`config.mk`:
```
export PLATFORM = sky130hd
export DESIGN_NAME = cir_div
export DESIGN_NICKNAME = d
export VERILOG_FILES = /design/src/cir_pkg.sv /design/src/cir_div.sv
export SDC_FILE = /design/constraint.sdc
export NUM_CORES = 2
export LEC_CHECK = 0
export BUFFER_PORTS_ARGS = -buffer_cell sky130_fd_sc_hd__buf_2
export CORE_MARGIN = 2
export CORE_UTILIZATION = 40
export DETAILED_ROUTE_END_ITERATION = 8
export SLEW_MARGIN = 15
export SYNTH_ARGS = -nofsm -noshare
export SYNTH_HDL_FRONTEND = slang
export SYNTH_SLANG_ARGS = --single-unit
export TNS_END_PERCENT = 5
```
`constraint.sdc`:
```
create_clock -name clock -period 8.57 [get_ports clock]
set_input_delay 1.2855 -clock clock [delete_from_list [all_inputs] [get_ports clock]]
set_output_delay 1.2855 -clock clock [all_outputs]
set_load 0.03 [all_outputs]
```
`src/cir_pkg.sv`:
```
// cir_pkg: shared types, constants and helpers for the contact impulse resolver.
// No dependencies.
package cir_pkg;

   localparam int COMP_W   = 20;
   localparam int VEC_W    = 3 * COMP_W;
   localparam int NRM_W    = 16;
   localparam int IMASS_W  = 24;
   localparam int FRAC_W   = 17;
   localparam int CSR_W    = 20;
   localparam int CSR_IDX_W = 1;

   localparam logic [FRAC_W-1:0] ONE_Q16 = 17'd65536;

   // divider: quotient in [0, 65536] for a nonzero divisor
   localparam int DIVD_W = 41;
   localparam int DSR_W  = 25;
   localparam int QUO_W  = 17;

   // accept to result strobe
   localparam int LATENCY = 19;

   localparam logic [CSR_IDX_W-1:0] CSR_SLOP = 1'b0;
   localparam logic [CSR_IDX_W-1:0] CSR_FRAC = 1'b1;

   localparam logic [CSR_W-1:0]  SLOP_RESET = 20'd1;
   localparam logic [FRAC_W-1:0] FRAC_RESET = 17'd52429;

   typedef enum logic [1:0] {
      OUT_STATIC   = 2'd0,
      OUT_SEPARATE = 2'd1,
      OUT_IMPULSE  = 2'd2
   } outcome_type;

   typedef struct packed {
      logic [IMASS_W-1:0] inv_mass_a;
      logic [IMASS_W-1:0] inv_mass_b;
      logic [VEC_W-1:0]   vel_a;
      logic [VEC_W-1:0]   vel_b;
      logic [3*NRM_W-1:0] contact_normal;
      logic [COMP_W-1:0]  penetration;
      logic [FRAC_W-1:0]  bounce_a;
      logic [FRAC_W-1:0]  bounce_b;
   } req_type;

   typedef struct packed {
      logic [VEC_W-1:0] shift_a;
      logic [VEC_W-1:0] shift_b;
      logic [VEC_W-1:0] new_vel_a;
      logic [VEC_W-1:0] new_vel_b;
      outcome_type      outcome;
   } rsp_type;

   function automatic logic [COMP_W-1:0] sat20(input logic signed [33:0] x);
      logic [COMP_W-1:0] r;
      if (x > 34'sd524287)
         r = 20'h7FFFF;
      else if (x < -34'sd524288)
         r = 20'h80000;
      else
         r = x[COMP_W-1:0];
      return r;
   endfunction

   function automatic logic [FRAC_W-1:0] clamp_one(input logic [FRAC_W-1:0] v);
      return (v > ONE_Q16) ? ONE_Q16 : v;
   endfunction

endpackage

```
`src/cir_div.sv`:
```
// cir_div: pipelined restoring divider, one quotient bit per stage.
// Depends on cir_pkg.
module cir_div (
   input  logic                        clock,
   input  logic [cir_pkg::DIVD_W-1:0]  dividend,
   input  logic [cir_pkg::DSR_W-1:0]   divisor,
   output logic [cir_pkg::QUO_W-1:0]   quotient
);

   localparam int Q = cir_pkg::QUO_W;
   localparam int RW = cir_pkg::DIVD_W;

   logic [RW-1:0]                 rem_ff [Q];
   logic [cir_pkg::DSR_W-1:0]     dsr_ff [Q];
   logic [Q-1:0]                  quo_ff [Q];

   for (genvar k = 0; k < Q; k++) begin : g_stage
      logic [RW-1:0]             r_src;
      logic [cir_pkg::DSR_W-1:0] d_src;
      logic [Q-1:0]              q_src;
      logic [RW:0]               trial;
      logic [RW-1:0]             rem_in;
      logic [Q-1:0]              quo_in;

      if (k == 0) begin : g_first
         assign r_src = dividend;
         assign d_src = divisor;
         assign q_src = '0;
      end else begin : g_next
         assign r_src = rem_ff[k-1];
         assign d_src = dsr_ff[k-1];
         assign q_src = quo_ff[k-1];
      end

      // trial subtract of divisor aligned to quotient bit Q-1-k
      assign trial = {1'b0, r_src} - ({{(RW+1-cir_pkg::DSR_W){1'b0}}, d_src} << (Q-1-k));

      always_comb begin
         rem_in = r_src;
         quo_in = q_src;
         if (!trial[RW]) begin
            rem_in = trial[RW-1:0];
            quo_in[Q-1-k] = 1'b1;
         end
      end

      always_ff @(posedge clock) begin
         rem_ff[k] <= rem_in;
         dsr_ff[k] <= d_src;
         quo_ff[k] <= quo_in;
      end
   end

   assign quotient = quo_ff[Q-1];

endmodule

```
==> results.py <==
metrics = {
    "power": {
        "p_clk_share_pct": 25.0,
        "seq_power_share_pct": 34.4,
        "p_int_mw": 15.2,
        "netSwitchingFraction_pct": 35.9,
        "powerDensity_mw_per_mm2": 399,
        "ir_worst_vdd_mv": 0.203,
        "switchingPower_mw": 8.53,
        "p_leak_nw": 26.8,
        "pwr-share-comb_pct": 40.6,
    },
    "clock_tree": {
        "cts.htree.levels": 4,
        "cts_tree": "built",
        "cts_root_buf": "clkbuf_16",
        "post_cts_buffers": 0,
        "clkSinkCount": 1209,
        "cts_resized": 0,
        "clk_latency_ns": 0.76,
        "cts_made_buffers": 137,
        "clock_path_buffers": 3,
        "postCtsHoldBufs": 0,
        "clk_pin_slew_ns": 0.06,
    },
    "logic_synthesis": {
        "synth_ff_type": "dfxtp_1",
        "synth_edf_count": 0,
        "synth_fp_nets": 6090,
        "ys_types": 95,
        "syn_area_sq_mm": 0.0526,
        "yosys_warnings": 0,
        "synthCells": 5583,
        "synth_top_area_cell": "dfxtp_1",
        "synth_area_leaders": "dfxtp_1 (46%), ha_1 (10%), inv_1 (3.8%), o21ai_0 (3.6%), a21oi_1 (3.6%)",
        "seq_area_frac_synth_pct": 46.0,
        "synth_seq_cells": 1209,
        "async_flop_share_pct": 0,
        "synth_top_cell_area_share_pct": 46.0,
        "avgSynthCellArea_sq_um": 9.42,
    },
    "route": {
        "initialDrtViolationCount": 1805,
        "wl_mm": 107,
        "vias": 37800,
        "firstDrtPassIters": 6,
        "drc": 0,
        "detail-route-antenna-nets": 0,
        "drt-wirelength-per-cell_microns": 14.1,
        "routed_via_density": 4.99,
    },
    "place": {
        "placed_cell_area_sq_mm": 0.0549,
        "port_buffers": 83,
        "place_worst_setup_slack_ns": 3.86,
        "dp.cells": 7326,
        "dpl.hpwl_mm": 82.0,
        "routabilityCongestion": 0.881,
    },
    "grt": {
        "top_usage_layer": "met2",
        "grtUsageMet3_pct": 2.78,
        "grt_use_total_pct": 15.7,
        "grt_pass1_wl_mm": 178,
        "met2_usage_pct": 30.9,
        "grt_pass1_vias": 38200,
        "grt_max_degree": 58,
        "grt_overflow": 0,
        "grt_use_met1_pct": 15.7,
        "antenna_found_initial": 1,
    },
    "final_layout": {
        "design_area_sq_mm": 0.0596,
        "final_core_util_pct": 45.5,
        "num-nets-final": 6217,
        "stdcell_count": 7574,
        "syn_to_final_growth_pct": 13.4,
        "fillCellCount": 12500,
        "drive_gt1_share_pct": 7.75,
    },
    "worst_setup_path": {
        "rrSetupSlack_ns": 3.85,
        "crit_path_start_kind": "register",
        "crit_type": "reg -> reg",
        "r2r-start": "dsr_ff[0][329]$_DFF_P_",
        "worst_path_largest_cell_delay_ns": 1.02,
        "required_ns": 9.20,
        "cp-end-kind": "register",
        "cp-endpoint": "rem_ff[0][611]$_DFF_P_",
        "crit_path_top_delay_cell": "a211oi_4",
        "crit_chain": "inv_1, ha_1, a2111oi_0, a2111oi_0, o21bai_1, a21oi_1, a211oi_4, inv_2, nand3b_1, nor4_1, xor2_1",
        "cp.arrival_ns": 5.36,
        "rr_worst_depth": 11,
        "cp_max_fo": 31,
        "rr_endpoint": "rem_ff[0][611]$_DFF_P_",
        "crit_start": "dsr_ff[0][329]$_DFF_P_",
        "path_common_cell": "a2111oi_0",
    },
    "floorplan": {
        "core_area_sq_mm": 0.131,
        "rows": 133,
        "die_h_microns": 367,
        "start_util_pct": 40.2,
        "die_area_sq_mm": 0.134,
        "die_w_microns": 367,
        "io_pins": 84,
    },
    "timing": {
        "finalSetupTns_ns": 0,
        "fin_crit_sh_pct": 55.1,
        "slew_headroom_pct": 21.8,
        "fmax_ghz": 0.212,
        "final_hold_viol_count": 0,
        "rsz0062_at_grt": "no",
        "layout_setup_ws_ns": 3.85,
        "max_slew.worst_pin.slew_ns": 1.17,
        "finalSetupViolCount": 0,
        "clock_skew_ns": 0.0325,
        "fin_crit_ns": 4.72,
        "drv_slew": 0,
    },
    "worst_hold_path": {
        "holdCritPathClass": "reg -> reg",
    },
    "outcome": {
        "status": "finished clean",
    },
    "job": {
        "maxCapViolCount": 0,
    },
}
-- synth_stat cells, types with 16 or more instances --
cell type / instances
clkbuf_1: 77
nor4_1: 44
nand2b_1: 70
nand2_1: 470
nand4_1: 30
ha_1: 424
o21ai_0: 381
o21bai_1: 36
xnor2_1: 213
nor2b_1: 55
o21a_1: 65
or3_1: 51
or4_1: 18
o31ai_1: 43
a211o_1: 17
o31a_1: 19
and3_1: 25
a21oi_1: 380
o21ai_1: 38
mux2_2: 85
fa_1: 16
buf_2: 19
a31oi_1: 46
nand3_1: 73
dfxtp_1: 1209
xor2_1: 197
a211oi_1: 40
nor3_1: 100
and2_1: 25
inv_1: 533
a21o_1: 192
o211ai_1: 33
nor2_1: 284
a2111oi_0: 16
-- registers in the layout (all words and copies together), names as in the netlist --
name and cells:
dsr_ff 400, quo_ff 153, rem_ff 656
-- worst min-delay path by stage --
stage | end | slack, ns | cells after the start | startpoint
6_report | rem_ff[0][90]$_DFF_P_ | 0.30 | 0 | rem_ff[0][49]$_DFF_P_
5_1_grt | rem_ff[0][90]$_DFF_P_ | 0.32 | 0 | rem_ff[0][49]$_DFF_P_
4_1_cts | rem_ff[0][373]$_DFF_P_ | 0.30 | 0 | rem_ff[0][332]$_DFF_P_
3_5_place_dp | quo_ff[0][115]$_DFF_P_ | 0.31 | 0 | quo_ff[0][98]$_DFF_P_
3_3_place_gp | rem_ff[0][414]$_DFF_P_ | 0.31 | 0 | rem_ff[0][373]$_DFF_P_
2_1_floorplan | quo_ff[0][100]$_DFF_P_ | 0.31 | 0 | quo_ff[0][83]$_DFF_P_
-- cell families (layout without fill, tap and decap cells) --
group                      Yosys count  in the layout  share of synthesized area, %
adders and majority gates          440            440                          10.7
buffers and inverters              648            875                          4.75
AOI/OAI and AO/OA                 1458           1458                          17.5
xor gates and xnor gates           410            410                          6.83
other                                0              9                             0
DFF                               1209           1209                          46.0
muxes                              107            107                          2.29
and+or+nand+nor                   1311           1311                          11.9
-- per-layer routing --
layer / wire (microns) / part of all wire, %
met4: 4540 / 4.3
met3: 3480 / 3.3
met5: 0 / 0
met1: 42300 / 40
met2: 56600 / 53
-- worst max-delay path, delay by kind of cell, from the launching register on --
family                   cells  cell delay [ns]
AO/OA/AOI/OAI                5             2.80
buffers and inverters        2             0.59
AND/OR/NAND/NOR              2             0.42
adder cells (fa/ha/maj)      1             0.34
flip-flops                   1             0.32
XOR/XNOR                     1             0.15
-- cells in the final DEF (no fill, tap or decap), types with 19 or more instances in the layout --
cell,count
dfxtp_1,1209
inv_1,533
nand2_1,470
ha_1,424
o21ai_0,381
a21oi_1,379
nor2_1,283
xnor2_1,213
xor2_1,197
a21o_1,192
clkbuf_16,138
nor3_1,100
mux2_2,85
buf_2,83
nand3_1,73
nand2b_1,70
o21a_1,65
nor2b_1,54
or3_1,51
a31oi_1,45
nor4_1,43
o31ai_1,43
a211oi_1,40
o21ai_1,37
o21bai_1,36
o211ai_1,33
clkbuf_1,31
nand4_1,30
clkbuf_8,26
and3_1,25
and2_1,25
o31a_1,19
-- power groups by stage --
stage,Combinational (mW),Clock [mW],Sequential [mW]
final,9.65,5.94,8.18
after CTS,9.63,6.16,8.19
after detailed placement,9.58,0,8.30
after global routing,10.9,6.41,8.36
after floorplan,7.73,0,8.00
after global placement,9.44,0,8.31
-- per-stage QoR --
step	hold slack (ns)	total power, mW
global route	0.318	25.6
detailed placement	0.312	17.9
CTS	0.303	24.0
floorplan	0.310	15.7
finish	0.303	23.8
global placement	0.310	17.7
-- cell type report --
class / instances / area, sq um / share of cell area [%]
Antenna cell: 9 / 22.5 / 0.0378
Timing Repair Buffer: 98 / 528 / 0.886
Tap cell: 1755 / 2200 / 3.68
Inverter: 538 / 2020 / 3.39
Multi-Input combinational cell: 3726 / 25900 / 43.5
Clock inverter: 44 / 774 / 1.30
Sequential cell: 1209 / 24200 / 40.6
Clock buffer: 195 / 3930 / 6.59
Power figures use the tool's default switching activity.
